[src/hw/rtl/running_mean_stdev_accumulator_top_assert.svh]
// Assertion macros shared by the running mean and deviation accumulator modules.
`ifndef RUNNING_MEAN_STDEV_ACCUMULATOR_TOP_ASSERT_SVH
`define RUNNING_MEAN_STDEV_ACCUMULATOR_TOP_ASSERT_SVH

// Same-cycle implication, sampled on clk, off while rst_n is low
`define RMSA_ASSERT_IMP(lbl, ante, cons, msg) \
  lbl: assert property (@(posedge clk) disable iff (!rst_n) (ante) |-> (cons)) \
    else $error(msg);

// Next-cycle implication, sampled on clk, off while rst_n is low
`define RMSA_ASSERT_NXT(lbl, ante, cons, msg) \
  lbl: assert property (@(posedge clk) disable iff (!rst_n) (ante) |=> (cons)) \
    else $error(msg);

`endif

[src/hw/rtl/rmsa_pkg.sv]
// Shared constants, types and command bundles of the running mean and deviation accumulator.
`default_nettype none

package rmsa_pkg;

  localparam int SAMPLE_WIDTH   = 16;
  localparam int FRAC_BITS      = 8;
  localparam int COUNT_WIDTH    = 32;
  localparam int SUM_WIDTH      = 48;
  localparam int SQ_WIDTH       = 64;
  localparam int OQ_WIDTH       = 63;
  localparam int ACT_WIDTH      = 2;
  localparam int MEAN_WIDTH     = SAMPLE_WIDTH + FRAC_BITS;
  localparam int VSQ_WIDTH      = 2 * SAMPLE_WIDTH;
  localparam int MSQ_WIDTH      = 2 * MEAN_WIDTH;

  // Dividend width: square sum scaled by 2^(2*FRAC_BITS)
  localparam int DIVN_WIDTH     = SQ_WIDTH + 2 * FRAC_BITS;
  localparam int DIV_RADIX_BITS = 2;
  localparam int DIV_CYCLES     = DIVN_WIDTH / DIV_RADIX_BITS;
  localparam int SQRT_CYCLES    = DIVN_WIDTH / 2;
  localparam int CNT_WIDTH      = $clog2((DIV_CYCLES > SQRT_CYCLES) ? DIV_CYCLES : SQRT_CYCLES);

  localparam logic [MEAN_WIDTH-1:0] MEAN_POS_MAX = {1'b0, {(MEAN_WIDTH-1){1'b1}}};
  localparam logic [MEAN_WIDTH-1:0] MEAN_NEG_MAG = {1'b1, {(MEAN_WIDTH-1){1'b0}}};
  localparam logic [MEAN_WIDTH-1:0] STDEV_MAX    = {MEAN_WIDTH{1'b1}};
  localparam logic [DIVN_WIDTH-1:0] SQRT_BIT_INIT = {2'b01, {(DIVN_WIDTH-2){1'b0}}};

  typedef enum logic [ACT_WIDTH-1:0] {
    ACT_ADD     = 2'd0,
    ACT_DROP    = 2'd1,
    ACT_MERGE   = 2'd2,
    ACT_EXCLUDE = 2'd3
  } action_t;

  // Controller to datapath commands
  typedef struct packed {
    logic capture;
    logic update;
    logic prep;
    logic div_step;
    logic mean_fix;
    logic mul;
    logic vsub;
    logic sqrt_step;
    logic out_load;
  } dp_cmd_t;

  // Datapath to controller status
  typedef struct packed {
    logic empty;
  } dp_sts_t;

endpackage

`default_nettype wire

[src/hw/rtl/rmsa_in_if.sv]
// Input request channel: valid/ready handshake with the operation payload.
`default_nettype none

interface rmsa_in_if;
  logic                                      valid;
  logic                                      ready;
  logic [rmsa_pkg::ACT_WIDTH-1:0]            action;
  logic signed [rmsa_pkg::SAMPLE_WIDTH-1:0]  sample_value;
  logic [rmsa_pkg::COUNT_WIDTH-1:0]          other_count;
  logic signed [rmsa_pkg::SUM_WIDTH-1:0]     other_sum;
  logic [rmsa_pkg::OQ_WIDTH-1:0]             other_square_sum;

  modport source (
    output valid, action, sample_value, other_count, other_sum, other_square_sum,
    input  ready
  );

  modport sink (
    input  valid, action, sample_value, other_count, other_sum, other_square_sum,
    output ready
  );
endinterface

`default_nettype wire

[src/hw/rtl/rmsa_out_if.sv]
// Result request channel: valid/ready handshake with the statistics payload.
`default_nettype none

interface rmsa_out_if;
  logic                                    valid;
  logic                                    ready;
  logic [rmsa_pkg::COUNT_WIDTH-1:0]        item_count;
  logic signed [rmsa_pkg::MEAN_WIDTH-1:0]  mean_q8;
  logic [rmsa_pkg::MEAN_WIDTH-1:0]         stdev_q8;
  logic                                    is_empty;
  logic                                    op_error;

  modport source (
    output valid, item_count, mean_q8, stdev_q8, is_empty, op_error,
    input  ready
  );

  modport sink (
    input  valid, item_count, mean_q8, stdev_q8, is_empty, op_error,
    output ready
  );
endinterface

`default_nettype wire

[src/hw/rtl/rmsa_ctrl.sv]
// Sequencer that steps the datapath through update, divide, square root and output.
`default_nettype none
`include "running_mean_stdev_accumulator_top_assert.svh"

module rmsa_ctrl (
  input  wire logic              clk,
  input  wire logic              rst_n,
  input  wire logic              in_valid,
  output logic                   in_ready,
  output logic                   out_valid,
  input  wire logic              out_ready,
  input  wire rmsa_pkg::dp_sts_t sts,
  output rmsa_pkg::dp_cmd_t      cmd
);

  typedef enum logic [3:0] {
    ST_IDLE,
    ST_UPDATE,
    ST_PREP,
    ST_DIV,
    ST_MEAN,
    ST_MUL,
    ST_VSUB,
    ST_SQRT,
    ST_DONE
  } state_t;

  state_t                           state_r, state_nxt;
  logic [rmsa_pkg::CNT_WIDTH-1:0]   cnt_r, cnt_nxt;
  logic                             out_valid_r, out_valid_nxt;
  logic                             out_free;

  assign in_ready  = (state_r == ST_IDLE);
  assign out_valid = out_valid_r;
  assign out_free  = !out_valid_r || out_ready;

  // Command decode from the current state
  always_comb begin
    cmd           = '0;
    cmd.capture   = (state_r == ST_IDLE) && in_valid;
    cmd.update    = (state_r == ST_UPDATE);
    cmd.prep      = (state_r == ST_PREP);
    cmd.div_step  = (state_r == ST_DIV);
    cmd.mean_fix  = (state_r == ST_MEAN);
    cmd.mul       = (state_r == ST_MUL);
    cmd.vsub      = (state_r == ST_VSUB);
    cmd.sqrt_step = (state_r == ST_SQRT);
    cmd.out_load  = (state_r == ST_DONE) && out_free;
  end

  // Next state and step counter
  always_comb begin
    state_nxt = state_r;
    cnt_nxt   = cnt_r;
    case (state_r)
      ST_IDLE: begin
        if (in_valid) state_nxt = ST_UPDATE;
      end
      ST_UPDATE: begin
        state_nxt = ST_PREP;
      end
      ST_PREP: begin
        if (sts.empty) begin
          state_nxt = ST_DONE;
        end else begin
          state_nxt = ST_DIV;
          cnt_nxt   = rmsa_pkg::CNT_WIDTH'(rmsa_pkg::DIV_CYCLES - 1);
        end
      end
      ST_DIV: begin
        if (cnt_r == '0) state_nxt = ST_MEAN;
        else cnt_nxt = cnt_r - 1'b1;
      end
      ST_MEAN: begin
        state_nxt = ST_MUL;
      end
      ST_MUL: begin
        state_nxt = ST_VSUB;
      end
      ST_VSUB: begin
        state_nxt = ST_SQRT;
        cnt_nxt   = rmsa_pkg::CNT_WIDTH'(rmsa_pkg::SQRT_CYCLES - 1);
      end
      ST_SQRT: begin
        if (cnt_r == '0) state_nxt = ST_DONE;
        else cnt_nxt = cnt_r - 1'b1;
      end
      ST_DONE: begin
        if (out_free) state_nxt = ST_IDLE;
      end
      default: begin
        state_nxt = ST_IDLE;
      end
    endcase
  end

  // Output valid: set on load, cleared when the sink takes the request
  always_comb begin
    out_valid_nxt = out_valid_r;
    if (cmd.out_load) out_valid_nxt = 1'b1;
    else if (out_ready) out_valid_nxt = 1'b0;
  end

  always_ff @(posedge clk) begin
    if (!rst_n) begin
      state_r     <= ST_IDLE;
      cnt_r       <= '0;
      out_valid_r <= 1'b0;
    end else begin
      state_r     <= state_nxt;
      cnt_r       <= cnt_nxt;
      out_valid_r <= out_valid_nxt;
    end
  end

  `RMSA_ASSERT_NXT(a_capture_to_prep, cmd.capture, ##1 (state_r == ST_PREP), "accepted request did not reach prep")
  `RMSA_ASSERT_NXT(a_div_count_down, (state_r == ST_DIV) && (cnt_r != '0), (state_r == ST_DIV) && (cnt_r == $past(cnt_r) - 1'b1), "divide counter skipped")
  `RMSA_ASSERT_NXT(a_sqrt_entry, state_r == ST_VSUB, (state_r == ST_SQRT) && (cnt_r == rmsa_pkg::CNT_WIDTH'(rmsa_pkg::SQRT_CYCLES - 1)), "square root entered with wrong count")

endmodule

`default_nettype wire

[src/hw/rtl/rmsa_dp.sv]
// Datapath: running totals, two radix-4 dividers, square root unit and result register.
`default_nettype none
`include "running_mean_stdev_accumulator_top_assert.svh"

module rmsa_dp (
  input  wire logic                                     clk,
  input  wire logic                                     rst_n,
  input  wire rmsa_pkg::dp_cmd_t                        cmd,
  output rmsa_pkg::dp_sts_t                             sts,
  input  wire logic [rmsa_pkg::ACT_WIDTH-1:0]           in_action,
  input  wire logic signed [rmsa_pkg::SAMPLE_WIDTH-1:0] in_sample_value,
  input  wire logic [rmsa_pkg::COUNT_WIDTH-1:0]         in_other_count,
  input  wire logic signed [rmsa_pkg::SUM_WIDTH-1:0]    in_other_sum,
  input  wire logic [rmsa_pkg::OQ_WIDTH-1:0]            in_other_square_sum,
  output logic [rmsa_pkg::COUNT_WIDTH-1:0]              out_item_count,
  output logic signed [rmsa_pkg::MEAN_WIDTH-1:0]        out_mean_q8,
  output logic [rmsa_pkg::MEAN_WIDTH-1:0]               out_stdev_q8,
  output logic                                          out_is_empty,
  output logic                                          out_op_error
);

  localparam int CW = rmsa_pkg::COUNT_WIDTH;
  localparam int SW = rmsa_pkg::SUM_WIDTH;
  localparam int QW = rmsa_pkg::SQ_WIDTH;
  localparam int NW = rmsa_pkg::DIVN_WIDTH;
  localparam int MW = rmsa_pkg::MEAN_WIDTH;

  typedef struct packed {
    logic [CW-1:0] rem;
    logic [NW-1:0] num;
  } div_t;

  // Restoring long division, DIV_RADIX_BITS quotient bits per call
  function automatic div_t div_step(div_t cur, logic [CW-1:0] d);
    div_t        r;
    logic [CW:0] t;
    r = cur;
    for (int k = 0; k < rmsa_pkg::DIV_RADIX_BITS; k++) begin
      t = {r.rem, r.num[NW-1]};
      if (t >= {1'b0, d}) begin
        t     = t - {1'b0, d};
        r.num = {r.num[NW-2:0], 1'b1};
      end else begin
        r.num = {r.num[NW-2:0], 1'b0};
      end
      r.rem = t[CW-1:0];
    end
    return r;
  endfunction

  // Captured request
  rmsa_pkg::action_t                 act_r;
  logic signed [rmsa_pkg::SAMPLE_WIDTH-1:0] sample_r;
  logic [rmsa_pkg::VSQ_WIDTH-1:0]    vsq_r;
  logic [CW-1:0]                     oc_r;
  logic signed [SW-1:0]              os_r;
  logic [rmsa_pkg::OQ_WIDTH-1:0]     oq_r;
  logic signed [rmsa_pkg::VSQ_WIDTH-1:0] prod;

  // Running totals
  logic [CW-1:0]        count_r, count_nxt;
  logic signed [SW-1:0] sum_r, sum_nxt;
  logic [QW-1:0]        sq_r, sq_nxt;
  logic                 err_r, err_nxt;
  logic [CW:0]          merge_sum;
  logic signed [SW-1:0] sample_ext;

  // Division, mean, variance and root
  div_t                 mdiv_r, vdiv_r;
  logic                 neg_r;
  logic [SW-1:0]        mag;
  logic [MW-1:0]        mm_r;
  logic signed [MW-1:0] mean_r;
  logic [MW-1:0]        lim;
  logic                 mean_over;
  logic [MW-1:0]        mm_nxt;
  logic [rmsa_pkg::MSQ_WIDTH-1:0] msq_r;
  logic [NW-1:0]        msq_ext;
  logic [NW-1:0]        sx_r, sres_r, sbit_r;
  logic [NW-1:0]        sq_trial;
  logic                 sq_take;
  logic [MW-1:0]        stdev_sat;

  assign sts.empty = (count_r == '0);

  assign prod       = rmsa_pkg::VSQ_WIDTH'(in_sample_value) *
                      rmsa_pkg::VSQ_WIDTH'(in_sample_value);
  assign sample_ext = SW'(sample_r);
  assign merge_sum  = {1'b0, count_r} + {1'b0, oc_r};

  // Totals update with count range check
  always_comb begin
    count_nxt = count_r;
    sum_nxt   = sum_r;
    sq_nxt    = sq_r;
    err_nxt   = 1'b0;
    case (act_r)
      rmsa_pkg::ACT_ADD: begin
        if (count_r == '1) begin
          err_nxt = 1'b1;
        end else begin
          count_nxt = count_r + 1'b1;
          sum_nxt   = sum_r + sample_ext;
          sq_nxt    = sq_r + QW'(vsq_r);
        end
      end
      rmsa_pkg::ACT_DROP: begin
        if (count_r == '0) begin
          err_nxt = 1'b1;
        end else begin
          count_nxt = count_r - 1'b1;
          sum_nxt   = sum_r - sample_ext;
          sq_nxt    = sq_r - QW'(vsq_r);
        end
      end
      rmsa_pkg::ACT_MERGE: begin
        if (merge_sum[CW]) begin
          err_nxt = 1'b1;
        end else begin
          count_nxt = merge_sum[CW-1:0];
          sum_nxt   = sum_r + os_r;
          sq_nxt    = sq_r + QW'(oq_r);
        end
      end
      rmsa_pkg::ACT_EXCLUDE: begin
        if (oc_r > count_r) begin
          err_nxt = 1'b1;
        end else begin
          count_nxt = count_r - oc_r;
          sum_nxt   = sum_r - os_r;
          sq_nxt    = sq_r - QW'(oq_r);
        end
      end
      default: begin
        err_nxt = 1'b1;
      end
    endcase
  end

  // Magnitude of the sum for the mean divide
  assign mag = sum_r[SW-1] ? (~sum_r + 1'b1) : sum_r;

  // Mean saturation against the signed range
  assign lim       = neg_r ? rmsa_pkg::MEAN_NEG_MAG : rmsa_pkg::MEAN_POS_MAX;
  assign mean_over = (|mdiv_r.num[NW-1:MW]) || (mdiv_r.num[MW-1:0] > lim);
  assign mm_nxt    = mean_over ? lim : mdiv_r.num[MW-1:0];

  // Square root trial: res and bit never overlap, so OR is the sum
  assign msq_ext  = NW'(msq_r);
  assign sq_trial = sres_r | sbit_r;
  assign sq_take  = (sx_r >= sq_trial);

  assign stdev_sat = (|sres_r[NW-1:MW]) ? rmsa_pkg::STDEV_MAX : sres_r[MW-1:0];

  // Totals and error flag
  always_ff @(posedge clk) begin
    if (!rst_n) begin
      count_r <= '0;
      sum_r   <= '0;
      sq_r    <= '0;
      err_r   <= 1'b0;
    end else if (cmd.update) begin
      count_r <= count_nxt;
      sum_r   <= sum_nxt;
      sq_r    <= sq_nxt;
      err_r   <= err_nxt;
    end
  end

  // Request capture and arithmetic working registers
  always_ff @(posedge clk) begin
    if (cmd.capture) begin
      act_r    <= rmsa_pkg::action_t'(in_action);
      sample_r <= in_sample_value;
      vsq_r    <= unsigned'(prod);
      oc_r     <= in_other_count;
      os_r     <= in_other_sum;
      oq_r     <= in_other_square_sum;
    end
    if (cmd.prep) begin
      neg_r      <= sum_r[SW-1];
      mdiv_r.rem <= '0;
      mdiv_r.num <= NW'(mag) << rmsa_pkg::FRAC_BITS;
      vdiv_r.rem <= '0;
      vdiv_r.num <= NW'(sq_r) << (2 * rmsa_pkg::FRAC_BITS);
    end
    if (cmd.div_step) begin
      mdiv_r <= div_step(mdiv_r, count_r);
      vdiv_r <= div_step(vdiv_r, count_r);
    end
    if (cmd.mean_fix) begin
      mm_r   <= mm_nxt;
      mean_r <= neg_r ? signed'(~mm_nxt + 1'b1) : signed'(mm_nxt);
    end
    if (cmd.mul) begin
      msq_r <= rmsa_pkg::MSQ_WIDTH'(mm_r) * rmsa_pkg::MSQ_WIDTH'(mm_r);
    end
    if (cmd.vsub) begin
      sx_r   <= (vdiv_r.num >= msq_ext) ? (vdiv_r.num - msq_ext) : '0;
      sres_r <= '0;
      sbit_r <= rmsa_pkg::SQRT_BIT_INIT;
    end
    if (cmd.sqrt_step) begin
      if (sq_take) begin
        sx_r   <= sx_r - sq_trial;
        sres_r <= (sres_r >> 1) | sbit_r;
      end else begin
        sres_r <= sres_r >> 1;
      end
      sbit_r <= sbit_r >> 2;
    end
    if (cmd.out_load) begin
      out_item_count <= count_r;
      out_is_empty   <= sts.empty;
      out_op_error   <= err_r;
      out_mean_q8    <= sts.empty ? '0 : mean_r;
      out_stdev_q8   <= sts.empty ? '0 : stdev_sat;
    end
  end

  `RMSA_ASSERT_NXT(a_reject_keeps_state, cmd.update, !err_r || ((count_r == $past(count_r)) && (sum_r == $past(sum_r)) && (sq_r == $past(sq_r))), "rejected request changed totals")
  `RMSA_ASSERT_NXT(a_mean_in_range, cmd.mean_fix, mm_r <= rmsa_pkg::MEAN_NEG_MAG, "mean magnitude out of range")
  `RMSA_ASSERT_NXT(a_empty_flag, cmd.out_load, out_is_empty == (out_item_count == '0), "empty flag disagrees with count")

endmodule

`default_nettype wire

[src/hw/rtl/running_mean_stdev_accumulator_top.sv]
// Top level of the running mean and standard deviation accumulator.
`default_nettype none

// Keeps count, sum and sum of squares of signed 16-bit samples and answers each
// request (add, drop, merge or exclude a set) with the count, the Q8 mean
// (truncated toward zero) and the Q8 population standard deviation (floor).
// One request is processed at a time. A non-empty set goes from accept to
// result through these steps: capture and update the totals, the mean and
// variance divides (two radix-4 restoring dividers running side by side on
// 80-bit scaled dividends), clip the mean, square it and subtract, the
// bit-serial square root, then load the result and return to idle. An empty
// set skips the divides and the root. A result waits in an output register;
// the next request is taken once the current one has been loaded there, and a
// full, untaken output register holds the block.
// Rejected requests (count overflow or underflow) leave the totals unchanged
// and set op_error.
module running_mean_stdev_accumulator_top (
  input  wire logic   clk,
  input  wire logic   rst_n,
  rmsa_in_if.sink     in_chan,
  rmsa_out_if.source  out_chan
);

  rmsa_pkg::dp_cmd_t cmd;
  rmsa_pkg::dp_sts_t sts;
  logic              in_ready;
  logic              out_valid;

  assign in_chan.ready  = in_ready;
  assign out_chan.valid = out_valid;

  // Sequencer
  rmsa_ctrl u_ctrl (
    .clk       (clk),
    .rst_n     (rst_n),
    .in_valid  (in_chan.valid),
    .in_ready  (in_ready),
    .out_valid (out_valid),
    .out_ready (out_chan.ready),
    .sts       (sts),
    .cmd       (cmd)
  );

  // Arithmetic and result register
  rmsa_dp u_dp (
    .clk                 (clk),
    .rst_n               (rst_n),
    .cmd                 (cmd),
    .sts                 (sts),
    .in_action           (in_chan.action),
    .in_sample_value     (in_chan.sample_value),
    .in_other_count      (in_chan.other_count),
    .in_other_sum        (in_chan.other_sum),
    .in_other_square_sum (in_chan.other_square_sum),
    .out_item_count      (out_chan.item_count),
    .out_mean_q8         (out_chan.mean_q8),
    .out_stdev_q8        (out_chan.stdev_q8),
    .out_is_empty        (out_chan.is_empty),
    .out_op_error        (out_chan.op_error)
  );

endmodule

`default_nettype wire

[src/flat_wrapper.sv]
// flat-port wrapper written by rule: the top's interface ports become plain ports
module running_mean_stdev_accumulator_top_flat 
  (clk, rst_n, in_chan_valid, in_chan_action, in_chan_sample_value, in_chan_other_count, in_chan_other_sum, in_chan_other_square_sum, in_chan_ready, out_chan_valid, out_chan_item_count, out_chan_mean_q8, out_chan_stdev_q8, out_chan_is_empty, out_chan_op_error, out_chan_ready);
  rmsa_in_if in_chan_i ();
  rmsa_out_if out_chan_i ();
  input  wire logic clk;
  input  wire logic rst_n;
  input wire logic [$bits(in_chan_i.valid)-1:0] in_chan_valid;
  input wire logic [$bits(in_chan_i.action)-1:0] in_chan_action;
  input wire logic [$bits(in_chan_i.sample_value)-1:0] in_chan_sample_value;
  input wire logic [$bits(in_chan_i.other_count)-1:0] in_chan_other_count;
  input wire logic [$bits(in_chan_i.other_sum)-1:0] in_chan_other_sum;
  input wire logic [$bits(in_chan_i.other_square_sum)-1:0] in_chan_other_square_sum;
  output wire logic [$bits(in_chan_i.ready)-1:0] in_chan_ready;
  output wire logic [$bits(out_chan_i.valid)-1:0] out_chan_valid;
  output wire logic [$bits(out_chan_i.item_count)-1:0] out_chan_item_count;
  output wire logic [$bits(out_chan_i.mean_q8)-1:0] out_chan_mean_q8;
  output wire logic [$bits(out_chan_i.stdev_q8)-1:0] out_chan_stdev_q8;
  output wire logic [$bits(out_chan_i.is_empty)-1:0] out_chan_is_empty;
  output wire logic [$bits(out_chan_i.op_error)-1:0] out_chan_op_error;
  input wire logic [$bits(out_chan_i.ready)-1:0] out_chan_ready;
  assign in_chan_i.valid = in_chan_valid;
  assign in_chan_i.action = in_chan_action;
  assign in_chan_i.sample_value = in_chan_sample_value;
  assign in_chan_i.other_count = in_chan_other_count;
  assign in_chan_i.other_sum = in_chan_other_sum;
  assign in_chan_i.other_square_sum = in_chan_other_square_sum;
  assign in_chan_ready = in_chan_i.ready;
  assign out_chan_valid = out_chan_i.valid;
  assign out_chan_item_count = out_chan_i.item_count;
  assign out_chan_mean_q8 = out_chan_i.mean_q8;
  assign out_chan_stdev_q8 = out_chan_i.stdev_q8;
  assign out_chan_is_empty = out_chan_i.is_empty;
  assign out_chan_op_error = out_chan_i.op_error;
  assign out_chan_i.ready = out_chan_ready;
  running_mean_stdev_accumulator_top u_core (.clk(clk), .rst_n(rst_n), .in_chan(in_chan_i), .out_chan(out_chan_i));
endmodule
[config.mk]
export PLATFORM = sky130hd
export DESIGN_NAME = running_mean_stdev_accumulator_top_flat
export DESIGN_NICKNAME = d
export VERILOG_FILES = /design/src/hw/rtl/rmsa_pkg.sv /design/src/hw/rtl/rmsa_in_if.sv /design/src/hw/rtl/rmsa_out_if.sv /design/src/hw/rtl/rmsa_ctrl.sv /design/src/hw/rtl/rmsa_dp.sv /design/src/hw/rtl/running_mean_stdev_accumulator_top.sv /design/src/flat_wrapper.sv
export VERILOG_INCLUDE_DIRS = /design/src /design/src/hw/rtl
export SDC_FILE = /design/constraint.sdc
export NUM_CORES = 2
export LEC_CHECK = 0
export ABC_AREA = 1
export BUFFER_PORTS_ARGS = -buffer_cell sky130_fd_sc_hd__buf_2
export CELL_PAD_IN_SITES_DETAIL_PLACEMENT = 2
export CELL_PAD_IN_SITES_GLOBAL_PLACEMENT = 2
export CORE_ASPECT_RATIO = 1.4
export CORE_MARGIN = 3
export CORE_UTILIZATION = 35
export DETAILED_ROUTE_END_ITERATION = 7
export PLACE_DENSITY_LB_ADDON = 0.1
export SLEW_MARGIN = 10
export SYNTH_ARGS = -nofsm -noshare
export SYNTH_HDL_FRONTEND = slang
export SYNTH_SLANG_ARGS = --single-unit
[constraint.sdc]
create_clock -name clk -period 14.9 [get_ports clk]
set_input_delay 0 -clock clk [delete_from_list [all_inputs] [get_ports clk]]
set_output_delay 0 -clock clk [all_outputs]
set_load 0.01 [all_outputs]
==> results.py <==
metrics = {
    "floorplan": {
        "initial_utilization_pct": 35.2,
        "core_region_area_um2": 288000,
        "die_h_um": 642,
        "num_rows": 233,
        "die_area_um2": 296000,
        "io_pins": 249,
        "dieWidth_um": 461,
    },
    "yosys": {
        "synth_common_cells": "2609 x nand2_1, 2562 x inv_1, 1644 x nor2_1",
        "synth_largest_area_cell": "edfxtp_1",
        "synth_top_family_by_area": "adder cells",
        "netlist_instances": 13736,
        "ys_seq_elements": 947,
        "synth_compound_area_share_pct": 14.1,
        "avgSynthCellArea_um2": 7.37,
        "synth_top_area_share_pct": 21.1,
        "ys.warnings.count": 0,
        "synth_cell_type_count": 76,
        "yosys.area_share.adder_pct": 22.9,
        "synth_xor_area_share_pct": 4.34,
        "synth_fp_nets": 15341,
        "synth_flop_cell": "edfxtp_1",
        "synth-edff-count": 710,
        "ys_seq_area_share_pct": 25.7,
        "yosys-top-cells-area": "edfxtp_1 21%, fa_1 14%, nand2_1 9.7%, inv_1 9.5%, ha_1 9.4%",
        "yosysMostFrequentCell": "nand2_1",
        "synth-simple-area-share_pct": 21.8,
        "syn_area_um2": 101000,
        "async_flop_share_pct": 0,
        "synth.mux.area_fraction_pct": 0.0222,
    },
    "placed_design": {
        "hpwl_um": 369000,
        "portBuffers": 248,
        "gp_congestion": 0.965,
    },
    "clocking": {
        "clk_pin_slew_worst_paths_ns": 0.07,
        "cts_root_buffer": "clkbuf_16",
        "postCtsSetupRepairBufs": 0,
        "cts_tree": "built",
        "cts.sinks": 947,
        "clockBufferDepth": 3,
        "htreeDepth": 3,
        "cts_made_buffers": 113,
        "clock_latency_ns": 0.84,
    },
    "sta": {
        "period_share_pct": 51.7,
        "final_max_slew_viol_count": 0,
        "relSlewSlack_pct": 12.4,
        "fin_setup_tns_ns": 0,
        "rsz0062_at_grt": "false",
        "fin_worst_skew_ns": 0.0469,
        "fin_crit_ns": 7.71,
        "clock.fmax_mhz": 130,
        "tightest_slew_ns": 1.31,
        "holdWs_ns": 0.0814,
        "hold_viol": 0,
        "setup_viol": 0,
    },
    "route": {
        "drt_iter0_markers": 4418,
        "vias": 96500,
        "ant_nets": 0,
        "drtPass1Iterations": 5,
        "wl_per_cell_um": 25.1,
        "routed_wl_um": 452000,
        "drc": 0,
        "via_per_inst": 5.35,
    },
    "final_layout": {
        "syn_to_final_growth_pct": 12.1,
        "drive_above_1_share_pct": 5.07,
        "nets": 15769,
        "utilization_pct": 39.5,
        "n_fill_cell": 33610,
    },
    "worst_hold_path": {
        "worstHoldStart": "in_chan_other_square_sum[13]",
        "min_path_type": "input pin to register",
        "holdPathEnd": "u_core.u_dp.oq_r[13]",
        "min_path_cells": 2,
    },
    "critical_path": {
        "end_kind": "register",
        "rr_worst_depth": 23,
        "r2r_end": "u_core.u_dp.msq_r[45]",
        "crit_required_ns": 15.45,
        "arrival_ns": 8.26,
        "r2r_start": "u_core.u_dp.mm_r[20]",
        "path_class": "register to register",
        "r2r_setup_slack_ns": 7.19,
        "cp-start-kind": "register",
        "cp_max_fo": 24,
    },
    "global_routing": {
        "grt_pass1_wl_um": 679000,
        "grt_max_degree": 172,
        "grt_use_total_pct": 30.0,
        "overflow": 0,
        "grt_pass1_vias": 110469,
        "antenna_found_initial": 9,
    },
    "job": {
        "drv_cap": 0,
    },
    "outcome": {
        "status": "finished clean",
    },
}
-- state kept, by name, indices dropped and copies added, names as in the netlist, 30 cells and up --
signal / count
u_core.u_dp.count_r: 32
u_core.u_dp.mdiv_r: 112
u_core.u_dp.msq_r: 47
u_core.u_dp.oc_r: 32
u_core.u_dp.oq_r: 63
u_core.u_dp.os_r: 48
u_core.u_dp.out_item_count: 32
u_core.u_dp.sbit_r: 40
u_core.u_dp.sq_r: 64
u_core.u_dp.sres_r: 79
u_core.u_dp.sum_r: 48
u_core.u_dp.sx_r: 80
u_core.u_dp.vdiv_r: 112
u_core.u_dp.vsq_r: 30
-- critical path: stages (launching register included) --
cell and delay, ns:
edfxtp_1 1.22, nand2_1 0.25, fa_1 0.58, inv_1 0.05
fa_1 0.51, inv_1 0.07, fa_1 0.49, fa_1 0.56
inv_1 0.08, fa_1 0.51, fa_1 0.56, inv_1 0.07
fa_1 0.53, inv_1 0.04, ha_1 0.37, nand2_1 0.12
nor2_1 0.20, inv_1 0.09, nor4_1 0.46, nand4_1 0.21
nand3_1 0.22, nand4_1 0.11, nand2_1 0.09, xor2_1 0.06
-- cell type report --
cell class,count,area [um2],area share (%)
multi-input combinational,9858,64000,56.4
sequential,947,26100,23.0
clock buffer,139,2980,2.62
inverter,2595,9750,8.59
timing repair buffer,649,5050,4.45
antenna,4,10.0,0.00882
clock inverter,76,998,0.879
tap,3760,4700,4.14
-- worst max-delay path by stage --
stage | from | end | slack (ns)
after floorplan | u_core.u_ctrl.state_r[0] | u_core.u_dp.act_r[0] | 0.42
after global placement | u_core.u_dp.mm_r[9] | u_core.u_dp.msq_r[33] | 7.21
after detailed placement | u_core.u_dp.mm_r[9] | u_core.u_dp.msq_r[33] | 7.18
after CTS | u_core.u_dp.mm_r[9] | u_core.u_dp.msq_r[33] | 7.17
after global routing | u_core.u_dp.mm_r[9] | u_core.u_dp.msq_r[33] | 6.75
final | u_core.u_dp.mm_r[20] | u_core.u_dp.msq_r[45] | 7.19
-- routing by layer --
metal,GRT usage [%],wire [um]
met5,0,20
met1,32.2,171000
met3,2.21,9490
met4,16.8,29700
met2,57.4,241000
-- per-stage QoR --
step                      instances  setup slack (ns)  cell area (um2)
final                         18028              7.19           114000
after floorplan               13736             0.419           101000
after CTS                     18024              7.17           114000
after global routing          18026              6.75           114000
after global placement        17501              7.21           106000
after detailed placement      17501              7.18           106000
-- cell usage in the layout (no fill, tap or decap), drive strengths merged, types with 45 or more instances in the layout --
| cell | n |
|---|---|
| nor2 | 1664 |
| nor3 | 219 |
| ha | 757 |
| clkinv | 45 |
| o21ai | 1053 |
| nand4 | 131 |
| xor2 | 275 |
| fa | 683 |
| buf | 341 |
| dfxtp | 237 |
| clkbuf | 139 |
| dlygate4sd3 | 308 |
| o21bai | 73 |
| edfxtp | 710 |
| inv | 2604 |
| nand3 | 510 |
| o21a | 53 |
| a21oi | 1027 |
| xnor2 | 227 |
| or2 | 59 |
| nor4 | 88 |
| a21o | 79 |
| a31oi | 74 |
| nand2 | 2616 |
-- timing repair --
action	CTS	global route
gates resized for setup	0	0
endpoints found under the hold margin	221	0
setup endpoints to repair	0	0
hold buffers	308	0
-- cells by family (layout without fill, tap and decap cells) --
family	Yosys count	in the layout
compound gates	2577	2577
simple gates	5337	5337
mux	2	2
fa+ha+maj	1440	1440
flops	947	947
buf+inv	2931	3459
xor+xnor	502	502
other cells	0	4
Power is left out: the tool's default activity adds up to more than one toggle a clock period on the data nets, which glitch-free logic cannot reach.
